<file path="src/sv/bitmap_frame_allocator_unit_defines.svh">
// Assertion macros for the bitmap frame allocator.
`ifndef BITMAP_FRAME_ALLOCATOR_UNIT_DEFINES_SVH
`define BITMAP_FRAME_ALLOCATOR_UNIT_DEFINES_SVH
`ifndef SYNTHESIS
`define BFA_ASSERT(lbl, prop, msg) \
  lbl: assert property (@(posedge clk) disable iff (rst) prop) else $error(msg);
`define BFA_ASSERT_ALWAYS(lbl, prop, msg) \
  lbl: assert property (@(posedge clk) prop) else $error(msg);
`else
`define BFA_ASSERT(lbl, prop, msg)
`define BFA_ASSERT_ALWAYS(lbl, prop, msg)
`endif
`endif

</file>
<file path="src/sv/bfa_pkg.sv">
// Types and constants shared by the bitmap frame allocator modules.
`timescale 1ns / 1ps
`default_nettype none
package bfa_pkg;

  localparam int WORD_BITS   = 64;
  localparam int WORD_LOG    = 6;
  localparam int INDEX_W     = 20;
  localparam int FRAME_OUT_W = 16;
  localparam int COUNT_OUT_W = 17;

  localparam logic [WORD_BITS-1:0] FULL_WORD = {WORD_BITS{1'b1}};
  localparam logic [WORD_BITS-1:0] ONE_WORD  = {{(WORD_BITS-1){1'b0}}, 1'b1};

  typedef enum logic [1:0] {
    CMD_ALLOC   = 2'd0,
    CMD_FREE    = 2'd1,
    CMD_RELEASE = 2'd2,
    CMD_RESERVE = 2'd3
  } command_t;

  typedef enum logic [1:0] {
    ST_DONE    = 2'd0,
    ST_NONE    = 2'd1,
    ST_IGNORED = 2'd2
  } status_t;

  typedef enum logic [2:0] {
    S_CLEAR,
    S_IDLE,
    S_READ,
    S_CHECK,
    S_REPLY
  } state_t;

  typedef struct packed {
    command_t             command;
    logic [INDEX_W-1:0]   frame_sel;
  } req_t;

  typedef struct packed {
    status_t                status;
    logic [FRAME_OUT_W-1:0] frame_out;
    logic [COUNT_OUT_W-1:0] free_count;
  } rsp_t;

endpackage
`default_nettype wire

</file>
<file path="src/sv/bfa_first_free.sv">
// Find-first search unit: lowest set bit of a candidate word.
`timescale 1ns / 1ps
`default_nettype none
module bfa_first_free
  import bfa_pkg::*;
(
  input  wire logic [WORD_BITS-1:0] cand,
  output logic                      found,
  output logic [WORD_LOG-1:0]       pos
);

  always_comb begin
    found = |cand;
    pos   = '0;
    for (int i = WORD_BITS - 1; i >= 0; i--) begin
      if (cand[i]) begin
        pos = WORD_LOG'(i);
      end
    end
  end

endmodule
`default_nettype wire

</file>
<file path="config.mk">
export PLATFORM = sky130hd
export DESIGN_NAME = bfa_first_free
export DESIGN_NICKNAME = d
export VERILOG_FILES = /design/src/sv/bitmap_frame_allocator_unit_defines.svh /design/src/sv/bfa_pkg.sv /design/src/sv/bfa_first_free.sv
export SDC_FILE = /design/constraint.sdc
export NUM_CORES = 1
export LEC_CHECK = 0
export BUFFER_PORTS_ARGS = -buffer_cell sky130_fd_sc_hd__buf_2
export CAP_MARGIN = 10
export CORE_MARGIN = 4
export CORE_UTILIZATION = 25
export DETAILED_ROUTE_END_ITERATION = 6
export GPL_ROUTABILITY_DRIVEN = 1
export PLACE_DENSITY_LB_ADDON = 0.3
export RECOVER_POWER = 25
export SLEW_MARGIN = 10
export SYNTH_ARGS = -nofsm -noshare
export SYNTH_HDL_FRONTEND = slang
export SYNTH_SLANG_ARGS = --single-unit
</file>
<file path="constraint.sdc">
create_clock -name vclk -period 2.57
set_input_delay 0.3855 -clock vclk [all_inputs]
set_output_delay 0.3855 -clock vclk [all_outputs]
set_load 0.005 [all_outputs]
</file>
==> metrics.md <==
| Metric | Value |
|---|---|
| Run status | `complete, no violations` |
| Ant. Diodes | `0` |
| Req. time, crit path | `2.18 ns` |
| Routed len/inst | `12.0 µm` |
| Row count | `21` |
| Clock power share | `0` |
| Pwr Density | `112 nW/µm²` |
| Sequential cell area | `0 µm²` |
| Slew Limit Headroom | `0.656` |
| Multi-input gate area | `850 µm²` |
| Finished layout cell area | `1300 µm²` |
| Worst EP arrival | `1.85 ns` |
| Internal power | `66.5 µW` |
| Area contributors post-synth | `nor4_1, nor2_1, nor3_1` |
| Sw frac | `0.543` |
| P&R area growth vs syn | `46.4%` |
| Setup_tns | `0 ns` |
| Total gr overflow | `0` |
| IO Port Bufs | `71` |
| Initial antenna violation count | `0` |
| Final nets | `282` |
| Initial Util | `0.262` |
| Mean Syn Cell Area | `6.12 µm²` |
| DRC Markers | `0` |
| Hold crit path type | `primary input to output pin` |
| Sequential area share after synthesis | `0` |
| Hold Buf Count CTS | `0` |
| Vias | `1363` |
| Die height | `67.6 µm` |
| Post-synth cell types | `40` |
| DP Worst Slack | `0.309 ns` |
| Final worst slack | `0.338 ns` |
| Cells after synthesis | `145` |
| Routed WL | `3.15 mm` |
| Sequential power share | `0` |
| Flip-flop and latch count | `0` |
| Worst-Margin Slew | `0.512 ns` |
| Synth Warn # | `0` |
| Worst Path Max Fanout | `4` |
| Initial DRC count | `72` |
| VDD IR max | `0.0387 mV` |
| Placed Area | `1300 µm²` |
| CLK BUF | `0` |
| Post-route ant nets | `0` |
| Layout cells sized above 1 | `0.361` |
| LEAKAGE | `0.000524 µW` |
| Io pins | `71` |
| Largest net degree at the start of global routing | `6` |
| Largest area contributor in the netlist | `nor4_1` |
| Crit path from | `cand[15]` |
| Commonest non-fill, non-tap cell in the layout | `buf_2` |
| Synthesized net count | `209` |
| RSZ-0062 raised after global routing | `no` |
| Worst Setup End Kind | `output pin` |
| Post_cts resized | `0` |
| Final hold violation count | `0` |
| Max Cap Viol | `0` |
| GPL Wtd Cong | `0.796` |
| Switch Pwr | `79.0 µW` |
| Most frequent cells in the layout | `buf_2, nor2_1, nor4_1` |
| Area of the mapped netlist | `887 µm²` |
| Hpwl dp | `2.86 mm` |
| Gr usage total | `0.133` |
| CP Launch Type | `primary input` |
| Design Power | `145 µW` |
| Post-layout min period | `2.23 ns` |
| Post-synth top area share | `0.113` |
| Post-CTS Setup Inserts | `0` |
| Die Area | `4570 µm²` |
| Core Area | `3390 µm²` |
| First-pass GRT wire length | `5.06 mm` |
| TritonRoute pass-1 iters | `4` |
| Final setup fails | `0` |
| Max Slew Vio Count | `0` |
| F_max | `0.448 GHz` |
| Die X | `67.6 µm` |
| Filler cells | `381` |
| Worst hold slack | `1.14 ns` |
| Vias per cell | `5.20` |
| CP Capture Point | `pos[2]` |
| Number of global-route vias before repair | `1248` |
| Period utilization | `0.868` |
| Combinational share of power | `1.000` |
| CP Class | `primary input to output pin` |
==> worst min-delay path by stage <==
stage                       start  depth (start not counted)  slack, ns  endpoint
after global routing      cand[1]                          5       1.21    pos[3]
after global placement    cand[1]                          5       1.14    pos[3]
after CTS                 cand[1]                          5       1.15    pos[3]
after floorplan           cand[0]                          3       0.89    pos[3]
after detailed placement  cand[1]                          5       1.15    pos[3]
final                     cand[1]                          5       1.14    pos[3]
==> worst max-delay path, cell delays in order <==
cell	delay [ns]
buf_2	0.12
or4_4	0.56
nor4_1	0.30
o211ai_1	0.14
o211ai_1	0.11
a21boi_1	0.08
buf_2	0.15
==> power groups by stage <==
stage | Sequential [µW] | Clock [µW] | Combinational (µW)
global route | 0 | 0 | 164
detailed placement | 0 | 0 | 145
floorplan | 0 | 0 | 50.1
global placement | 0 | 0 | 144
CTS | 0 | 0 | 146
finish | 0 | 0 | 145
==> routing by layer <==
layer	GRT usage	vias to the layer above	part of all wire
met3	0.00832	0	0.086
li1	-	723	-
met2	0.243	49	0.44
met5	0	-	0
met1	0.181	591	0.47
met4	0	0	0
==> area by class of cell <==
cell class	count	area share
multi-input combinational	135	0.654
tap	46	0.0443
inverter	10	0.0289
timing repair buffer	71	0.273
==> cells by family after synthesis <==
family | share of synthesized area
AND/OR/NAND/NOR | 0.594
AO/OA/AOI/OAI | 0.364
buffers and inverters | 0.0423
==> Yosys cell counts (2+ instances only) <==
master    instances
a211oi_1          2
a21boi_1          2
a21oi_1          10
a31oi_1           2
inv_1            10
nand2_1           9
nand2b_1          4
nand3_1           6
nor2_1           19
nor2b_1           4
nor3_1           12
nor4_1           16
nor4_4            2
o211ai_1          4
o21a_1            3
o21ai_0           6
o21bai_1          3
o311ai_1          2
o31ai_1           3
or3_1             3
or4_1             3
or4_4             2
==> stage by stage <==
step,util,std cells
CTS,0.384,262
floorplan,-,145
global route,0.383,262
global placement,0.384,262
detailed placement,0.384,262
finish,0.383,262
No activity file was read; power rests on OpenSTA's default activity.
